--- src/rtl/hpp_pkg.sv ---
// ----------------------------------------------------------------------------
// hpp_pkg
// Shared constants and types for the Hilbert pixel placer.
// ----------------------------------------------------------------------------
package hpp_pkg;

  localparam int unsigned IDX_W       = 20;  // curve index field
  localparam int unsigned BYTE_W      = 8;
  localparam int unsigned COLOR_W     = 3 * BYTE_W;
  localparam int unsigned COORD_W     = 10;  // col / row fields
  localparam int unsigned POWER_W     = 4;
  localparam int unsigned ADDR_W      = 32;
  localparam int unsigned SUM_W       = ADDR_W + 2;  // bound sum never wraps
  localparam int unsigned CFG_IDX_W   = 2;
  localparam int unsigned CFG_DATA_W  = 32;
  localparam int unsigned DEF_MAX_POWER = 10;
  localparam int unsigned BYTE_TAIL   = 3;   // last byte of a four-byte group

  localparam logic [POWER_W-1:0] POWER_RST = POWER_W'(8);
  localparam logic [ADDR_W-1:0]  START_RST = '0;
  localparam logic [ADDR_W-1:0]  BYTES_RST = '0;

  typedef enum logic [CFG_IDX_W-1:0] {
    REG_POWER = 2'd0,
    REG_START = 2'd1,
    REG_BYTES = 2'd2
  } cfg_reg_e;

endpackage

--- src/rtl/hpp_front.sv ---
// ----------------------------------------------------------------------------
// hpp_front
// Input stage: masks the index to the active curve size, runs the map bound
// check and forms the packed color.
// ----------------------------------------------------------------------------
module hpp_front #(
  parameter int unsigned PW = 4
) (
  input  logic                         clk_i,
  input  logic                         rst_ni,
  input  logic [PW-1:0]                eff_power_i,
  input  logic [hpp_pkg::ADDR_W-1:0]   start_i,
  input  logic [hpp_pkg::ADDR_W-1:0]   bytes_i,
  input  logic                         valid_i,
  output logic                         ready_o,
  input  logic [hpp_pkg::IDX_W-1:0]    index_i,
  input  logic [hpp_pkg::BYTE_W-1:0]   red_i,
  input  logic [hpp_pkg::BYTE_W-1:0]   green_i,
  input  logic [hpp_pkg::BYTE_W-1:0]   blue_i,
  output logic                         valid_o,
  input  logic                         ready_i,
  output logic [hpp_pkg::IDX_W-1:0]    index_o,
  output logic [hpp_pkg::COLOR_W-1:0]  color_o,
  output logic                         inside_o
);
  import hpp_pkg::*;

  logic                v_q;
  logic [IDX_W-1:0]    idx_q, idx_d;
  logic [COLOR_W-1:0]  color_q, color_d;
  logic                inside_q, inside_d;
  logic [SUM_W-1:0]    last_byte;

  always_comb begin
    for (int b = 0; b < int'(IDX_W); b++) begin
      idx_d[b] = index_i[b] & (b < 2 * int'(eff_power_i));
    end
    last_byte = {2'b00, start_i[ADDR_W-1:2], 2'b00}
              + SUM_W'({idx_d, 2'b00})
              + SUM_W'(BYTE_TAIL);
    inside_d  = last_byte < {2'b00, bytes_i};
    color_d   = inside_d ? {red_i, green_i, blue_i} : '0;
  end

  assign ready_o = !v_q || ready_i;

  always_ff @(posedge clk_i or negedge rst_ni) begin
    if (!rst_ni) begin
      v_q <= 1'b0;
    end else if (ready_o) begin
      v_q <= valid_i;
    end
  end

  always_ff @(posedge clk_i) begin
    if (ready_o && valid_i) begin
      idx_q    <= idx_d;
      color_q  <= color_d;
      inside_q <= inside_d;
    end
  end

  assign valid_o  = v_q;
  assign index_o  = idx_q;
  assign color_o  = color_q;
  assign inside_o = inside_q;

`ifndef SYNTHESIS
  // pixels outside the map carry no color
  a_black_outside: assert property (@(posedge clk_i) disable iff (!rst_ni)
    v_q && !inside_q |-> color_q == '0)
    else $error("outside pixel carries color");
`endif

endmodule

--- src/rtl/hpp_cell.sv ---
// ----------------------------------------------------------------------------
// hpp_cell
// One curve level: consumes two index bits; if active, rotates/reflects the
// partial point inside its quadrant and moves it into the chosen quadrant.
// ----------------------------------------------------------------------------
module hpp_cell #(
  parameter int unsigned LEVEL = 0,
  parameter int unsigned C     = 10,
  parameter int unsigned PW    = 4,
  parameter int unsigned TW    = 20
) (
  input  logic                         clk_i,
  input  logic                         rst_ni,
  input  logic [PW-1:0]                eff_power_i,
  input  logic                         valid_i,
  output logic                         ready_o,
  input  logic [TW-1:0]                t_i,
  input  logic [C-1:0]                 x_i,
  input  logic [C-1:0]                 y_i,
  input  logic [hpp_pkg::COLOR_W-1:0]  color_i,
  input  logic                         inside_i,
  output logic                         valid_o,
  input  logic                         ready_i,
  output logic [TW-1:0]                t_o,
  output logic [C-1:0]                 x_o,
  output logic [C-1:0]                 y_o,
  output logic [hpp_pkg::COLOR_W-1:0]  color_o,
  output logic                         inside_o
);
  import hpp_pkg::*;

  // side - 1 - v equals v ^ (side - 1) since v < side
  localparam logic [C-1:0] LOW_MASK = C'((64'd1 << LEVEL) - 64'd1);

  logic                v_q;
  logic [TW-1:0]       t_q;
  logic [C-1:0]        x_q, x_d, y_q, y_d;
  logic [COLOR_W-1:0]  color_q;
  logic                inside_q;
  logic                active, qx, qy;
  logic [C-1:0]        xr, yr;

  always_comb begin
    active = int'(eff_power_i) > int'(LEVEL);
    qx     = t_i[1];
    qy     = t_i[0] ^ t_i[1];
    xr     = qx ? (x_i ^ LOW_MASK) : x_i;
    yr     = qx ? (y_i ^ LOW_MASK) : y_i;
    x_d    = x_i;
    y_d    = y_i;
    if (active) begin
      if (!qy) begin
        x_d = yr;
        y_d = xr;
      end
      x_d[LEVEL] = qx;
      y_d[LEVEL] = qy;
    end
  end

  assign ready_o = !v_q || ready_i;

  always_ff @(posedge clk_i or negedge rst_ni) begin
    if (!rst_ni) begin
      v_q <= 1'b0;
    end else if (ready_o) begin
      v_q <= valid_i;
    end
  end

  always_ff @(posedge clk_i) begin
    if (ready_o && valid_i) begin
      t_q      <= t_i >> 2;
      x_q      <= x_d;
      y_q      <= y_d;
      color_q  <= color_i;
      inside_q <= inside_i;
    end
  end

  assign valid_o  = v_q;
  assign t_o      = t_q;
  assign x_o      = x_q;
  assign y_o      = y_q;
  assign color_o  = color_q;
  assign inside_o = inside_q;

`ifndef SYNTHESIS
  // point stays inside the square built so far
  a_point_bound: assert property (@(posedge clk_i) disable iff (!rst_ni)
    v_q |-> ((x_q >> (LEVEL + 1)) == '0) && ((y_q >> (LEVEL + 1)) == '0))
    else $error("point outside level square");

  a_hold_point: assert property (@(posedge clk_i) disable iff (!rst_ni)
    v_q && !ready_i |=> v_q && $stable(x_q) && $stable(y_q) && $stable(color_q))
    else $error("held point changed");
`endif

endmodule

--- src/rtl/hilbert_pixel_placer_core.sv ---
// ----------------------------------------------------------------------------
// hilbert_pixel_placer_core
// Places one pixel of a byte map on a Hilbert curve (index to col/row).
// ----------------------------------------------------------------------------
// One pixel per clock in a steady stream while out_stall_i is low. Each transfer
// runs through an input stage (index mask, map bound check, color packing) and
// then a chain of MAX_POWER level cells, one curve level per cell. The last cell
// register drives the outputs; an empty cell anywhere in the chain lets a new
// pixel in while a finished one is held by out_stall_i. Registers are written
// through the cfg port and must only change while the pipeline is empty.
module hilbert_pixel_placer_core #(
  parameter int unsigned MAX_POWER = hpp_pkg::DEF_MAX_POWER
) (
  input  logic                            clk_i,
  input  logic                            rst_ni,
  input  logic                            cfg_valid_i,
  output logic                            cfg_ready_o,
  input  logic [hpp_pkg::CFG_IDX_W-1:0]   cfg_index_i,
  input  logic [hpp_pkg::CFG_DATA_W-1:0]  cfg_data_i,
  input  logic                            in_valid_i,
  output logic                            in_stall_o,
  input  logic [hpp_pkg::IDX_W-1:0]       curve_index_i,
  input  logic [hpp_pkg::BYTE_W-1:0]      red_byte_i,
  input  logic [hpp_pkg::BYTE_W-1:0]      green_byte_i,
  input  logic [hpp_pkg::BYTE_W-1:0]      blue_byte_i,
  output logic                            out_valid_o,
  input  logic                            out_stall_i,
  output logic [hpp_pkg::COORD_W-1:0]     col_o,
  output logic [hpp_pkg::COORD_W-1:0]     row_o,
  output logic [hpp_pkg::COLOR_W-1:0]     pixel_color_o,
  output logic                            inside_map_o
);
  import hpp_pkg::*;

  localparam int unsigned PW = $clog2(MAX_POWER + 1);
  localparam int unsigned TW = (2 * MAX_POWER > IDX_W) ? 2 * MAX_POWER : IDX_W;
  localparam int unsigned C  = MAX_POWER;

  logic [POWER_W-1:0] power_q;
  logic [ADDR_W-1:0]  start_q, bytes_q;
  logic [PW-1:0]      eff_power;

  // register write
  assign cfg_ready_o = 1'b1;

  always_ff @(posedge clk_i or negedge rst_ni) begin
    if (!rst_ni) begin
      power_q <= POWER_RST;
      start_q <= START_RST;
      bytes_q <= BYTES_RST;
    end else if (cfg_valid_i && cfg_ready_o) begin
      case (cfg_index_i)
        REG_POWER: power_q <= cfg_data_i[POWER_W-1:0];
        REG_START: start_q <= cfg_data_i[ADDR_W-1:0];
        REG_BYTES: bytes_q <= cfg_data_i[ADDR_W-1:0];
        default:   ;
      endcase
    end
  end

  always_comb begin
    if (power_q == '0) begin
      eff_power = PW'(1);
    end else if (int'(power_q) > int'(MAX_POWER)) begin
      eff_power = PW'(MAX_POWER);
    end else begin
      eff_power = PW'(power_q);
    end
  end

  // stage k feeds cell k; stage MAX_POWER is the output
  logic [MAX_POWER:0]               st_v, st_rdy, st_in;
  logic [MAX_POWER:0][TW-1:0]       st_t;
  logic [MAX_POWER:0][C-1:0]        st_x, st_y;
  logic [MAX_POWER:0][COLOR_W-1:0]  st_color;
  logic [IDX_W-1:0]                 front_idx;
  logic                             front_rdy;

  hpp_front #(
    .PW (PW)
  ) u_front (
    .clk_i       (clk_i),
    .rst_ni      (rst_ni),
    .eff_power_i (eff_power),
    .start_i     (start_q),
    .bytes_i     (bytes_q),
    .valid_i     (in_valid_i),
    .ready_o     (front_rdy),
    .index_i     (curve_index_i),
    .red_i       (red_byte_i),
    .green_i     (green_byte_i),
    .blue_i      (blue_byte_i),
    .valid_o     (st_v[0]),
    .ready_i     (st_rdy[0]),
    .index_o     (front_idx),
    .color_o     (st_color[0]),
    .inside_o    (st_in[0])
  );

  assign in_stall_o = !front_rdy;
  assign st_t[0]    = TW'(front_idx);
  assign st_x[0]    = '0;
  assign st_y[0]    = '0;

  for (genvar k = 0; k < MAX_POWER; k++) begin : g_cell
    hpp_cell #(
      .LEVEL (k),
      .C     (C),
      .PW    (PW),
      .TW    (TW)
    ) u_cell (
      .clk_i       (clk_i),
      .rst_ni      (rst_ni),
      .eff_power_i (eff_power),
      .valid_i     (st_v[k]),
      .ready_o     (st_rdy[k]),
      .t_i         (st_t[k]),
      .x_i         (st_x[k]),
      .y_i         (st_y[k]),
      .color_i     (st_color[k]),
      .inside_i    (st_in[k]),
      .valid_o     (st_v[k+1]),
      .ready_i     (st_rdy[k+1]),
      .t_o         (st_t[k+1]),
      .x_o         (st_x[k+1]),
      .y_o         (st_y[k+1]),
      .color_o     (st_color[k+1]),
      .inside_o    (st_in[k+1])
    );
  end

  assign st_rdy[MAX_POWER] = !out_stall_i;
  assign out_valid_o       = st_v[MAX_POWER];
  assign col_o             = COORD_W'(st_x[MAX_POWER]);
  assign row_o             = COORD_W'(st_y[MAX_POWER]);
  assign pixel_color_o     = st_color[MAX_POWER];
  assign inside_map_o      = st_in[MAX_POWER];

`ifndef SYNTHESIS
  // an empty output register frees the whole chain
  a_no_stall_when_empty: assert property (@(posedge clk_i) disable iff (!rst_ni)
    !out_valid_o |-> !in_stall_o)
    else $error("input stalled with empty output");

  // input backs up only when the chain is full and the output is held
  a_stall_needs_hold: assert property (@(posedge clk_i) disable iff (!rst_ni)
    in_stall_o |-> out_valid_o && out_stall_i && (&st_v))
    else $error("input stalled without back pressure");
`endif

endmodule

--- config.mk ---
export PLATFORM = sky130hd
export DESIGN_NAME = hilbert_pixel_placer_core
export DESIGN_NICKNAME = d
export VERILOG_FILES = /design/src/rtl/hpp_pkg.sv /design/src/rtl/hpp_front.sv /design/src/rtl/hpp_cell.sv /design/src/rtl/hilbert_pixel_placer_core.sv
export SDC_FILE = /design/constraint.sdc
export NUM_CORES = 1
export LEC_CHECK = 0
export ABC_AREA = 1
export BUFFER_PORTS_ARGS = -buffer_cell sky130_fd_sc_hd__buf_4
export CELL_PAD_IN_SITES_DETAIL_PLACEMENT = 1
export CELL_PAD_IN_SITES_GLOBAL_PLACEMENT = 2
export CORE_MARGIN = 1.5
export CORE_UTILIZATION = 46
export CTS_CLUSTER_DIAMETER = 120
export DETAILED_ROUTE_END_ITERATION = 8
export GPL_TIMING_DRIVEN = 0
export HOLD_SLACK_MARGIN = 0.1
export MAX_ROUTING_LAYER = met4
export PLACE_DENSITY = 0.8
export SYNTH_ARGS = -nofsm -noshare
export SYNTH_HDL_FRONTEND = slang
export SYNTH_SLANG_ARGS = --single-unit
export TNS_END_PERCENT = 1
--- constraint.sdc ---
create_clock -name clk_i -period 11.94 [get_ports clk_i]
set_input_delay 1.791 -clock clk_i [delete_from_list [all_inputs] [get_ports clk_i]]
set_output_delay 1.791 -clock clk_i [all_outputs]
set_load 0.005 [all_outputs]
==> summary.md <==
| Metric | Value |
|---|---|
| CTS resizes | `0` |
| DRC errors left | `0` |
| Syn Inst Count | `1686` |
| Clock latency on the worst-skew pair | `0.63 ns` |
| Total track usage | `18.08%` |
| Avg Cell Area, Syn | `13.36 um^2` |
| Hold path depth | `0` |
| Tcrit/Tclk final | `a little under half` |
| RSZ-0062 raised after global routing | `false` |
| Worst Path Required | `10.15 ns` |
| Yosys warns | `0` |
| Vias in the first global route | `13470` |
| Leakage power | `between 0.01 and 0.015 uW` |
| Data arrival, critical path | `around 3.7 ns` |
| Core Area | `a little under 50000 um^2` |
| Diodes inserted | `0` |
| Cts hold-fix bufs | `0` |
| CP Class | `input port to primary output` |
| Die Y | `about 220 um` |
| Chip width | `224.3 um` |
| Worst Hold End | `g_cell[4].u_cell.t_o[5]` |
| Num rows | `80` |
| Initial antenna violation count | `0` |
| Filler instances | `approximately 4800` |
| Post-CTS Setup Bufs | `0` |
| Vias/cell | `approximately 4.9` |
| Final Instance Count excl. Fillers | `between 2000 and 3000` |
| Min-Delay Startpoint | `g_cell[3].u_cell.t_o[7]` |
| Fin. max-slew vios | `0` |
| CTS buffer count | `56` |
| Hold Crit Class | `register to register` |
| Die area | `a little over 50000 um^2` |
| Status | `complete, no violations` |
| CTS tree | `done` |
| Min cycle time layout | `around 5.5 ns` |
| Finish-stage setup viols | `0` |
| Routed WL per cell | `~17 um` |
| Worst slew pin tran | `1.033 ns` |
| Crit path launch type | `input port` |
| Drt initial violations | `602` |
| Detailed Route WL | `~43000 um` |
| Post-synth EDFFs | `between 400 and 500` |
| Synth cell types | `between 40 and 50` |
| Grt total ovfl | `0` |
| Slew margin rel. | `31.16%` |
| IO Pins | `approximately 130` |
| Async SR Flop Fraction | `between 10% and 20%` |
| Max Clk Rate | `0.1833 GHz` |
| Total number of vias | `about 12000` |
| Top_reg_cell synth | `edfxtp_1` |
| Worst R2R Start | `power_q[3]` |
| Mapped Nets | `1819` |
| Critical path fanouts, max | `4` |
| Placer Congestion | `just over 0.8` |
| R2r endpoint | `u_front.inside_o` |
| Worst clock skew | `0.02696 ns` |
| Clk sink count | `570` |
| Largest net degree at the start of global routing | `76` |
| PD cells | `about 240 nW/um^2` |
| First-pass GRT wire length | `between 60000 and 70000 um` |
| Worst vdd ir | `between 0.0001 and 0.00015 V` |
| Max clock buf depth | `3` |
| Share of cells above drive strength 1 | `between 15 and 20%` |
| TritonRoute pass-1 iters | `4` |
| Starting Density | `between 40% and 50%` |
| CTS H-tree depth | `2` |
| P&R area growth vs syn | `16.82%` |
| Final ANT Viol Nets | `0` |
| Setup TNS Final | `0 ns` |
| Max Cap Viol | `0` |
| Seq/Total Area, Yosys | `roughly three quarters` |
| R2R depth | `26` |
| Commonest non-fill, non-tap cell in the layout | `edfxtp_1` |
| Clock Tree Root | `clkbuf_16` |
| HPWL after detailed placement | `31880 um` |
| Placed cells | `2437` |
| Nets | `~2000` |
| Final hold violations | `0` |
| Clk slew on worst S/H paths | `approximately 0.06 ns` |
| Cell Area, Synth | `approximately 23000 um^2` |
| PortBufs | `approximately 130` |
| Setup slack, reg-to-reg | `around 6.9 ns` |
| FF+latch count, synth | `between 500 and 600` |
| Most frequent cells in the layout | `495 x edfxtp_1, 209 x nand2_1, 205 x inv_1` |
| Critical path capture point type | `primary output` |
layout make-up:
type                    count  area, um^2  area share, %
repair buffers            136        1121          4.259
clock buffers              75        1493          5.671
well taps                 615       769.5          2.923
multi-input cells         863        4853          18.44
plain buffers              40       185.2         0.7035
inverters                 213       799.5          3.038
clock inverters            31       357.8          1.360
flip-flops and latches    570       16740          63.61
synthesized netlist by cell type, drive strengths merged, types with 13 or more instances:
cell | instances | area share, %
a21oi | 81 | 1.8
buf | 13 | 0.37
clkbuf | 27 | 0.46
dfrtp | 74 | 8.2
edfxtp | 495 | 66
ha | 49 | 2.7
inv | 212 | 3.5
mux2 | 18 | 0.90
nand2 | 214 | 3.6
nand3 | 20 | 0.49
nor2 | 187 | 3.5
o21ai | 171 | 3.8
xnor2 | 30 | 1.2
xor2 | 52 | 2.0
worst max-delay path by stage:
stage / start / end / slack (ns) / cells past startpoint
final: out_stall_i / in_stall_o / 6.48 / 14
after global routing: out_stall_i / in_stall_o / 6.21 / 14
after CTS: out_stall_i / in_stall_o / 6.43 / 14
after detailed placement: out_stall_i / in_stall_o / 6.45 / 14
after global placement: out_stall_i / g_cell[2].u_cell.color_o[12] / 5.83 / 10
after floorplan: out_stall_i / g_cell[2].u_cell.color_o[0] / 7.02 / 9
per-layer routing:
metal	track usage, %	wire [um]	vias to the layer above	part of all wire, %
met5	-	0	-	0
met4	6.365	1043	0	2.4
met3	2.573	1272	67	3.0
met2	32.55	22660	172	53
met1	20.59	17940	6039	42
li1	-	-	6184	-
metrics by stage:
stage | total power, uW | hold WS (ns) | utilization [%] | worst slack [ns] | area [um^2]
finish | 6201 | 0.4067 | 54.78 | 6.484 | 26320
global route | 6528 | 0.4084 | 54.78 | 6.208 | 26320
CTS | 6277 | 0.4003 | 54.78 | 6.434 | 26320
floorplan | 3998 | 0.4003 | - | 7.015 | 22530
global placement | 4371 | 0.4000 | 50.50 | 5.835 | 24260
detailed placement | 4509 | 0.4052 | 50.93 | 6.445 | 24470
cell families (layout without fill, tap and decap cells):
logic type	Yosys count	in the layout	synth area share, %
AO/OA/AOI/OAI	271	271	6.236
XOR/XNOR	82	82	3.187
adder cells (fa/ha/maj)	50	50	2.810
buffers and inverters	253	495	4.370
flip-flops	570	570	74.31
multiplexers	18	18	0.8996
other	1	1	0.01664
AND/OR/NAND/NOR	441	441	8.174
state kept, by name, indices dropped and copies added, names as in the netlist, 20 cells and up:
name and flops:
g_cell.u_cell.t_o 90, u_front.index_o 20, g_cell.u_cell.x_o 55, u_front.color_o 24
start_q 30, g_cell.u_cell.y_o 55, g_cell.u_cell.color_o 240, bytes_q 30
worst max-delay path: stages:
cell     delay, ns
buf_4         0.08
nand2_1       0.05
inv_1         0.12
nand2_2       0.08
nor2_1        0.24
inv_2         0.10
nor2_4        0.15
nand3_2       0.12
nor2_2        0.25
nand2_1       0.13
nor2_2        0.13
nand2_1       0.12
nor2_2        0.17
buf_4         0.14
power by group:
| part | total (uW) | switching, uW | internal [uW] |
|---|---|---|---|
| Clock | 1750 | 735 | 1010 |
| Combinational | 1250 | 782 | 468 |
| Sequential | 3200 | 232 | 2970 |
| Total | 6200 | 1750 | 4450 |
Power figures use the tool's default switching activity.
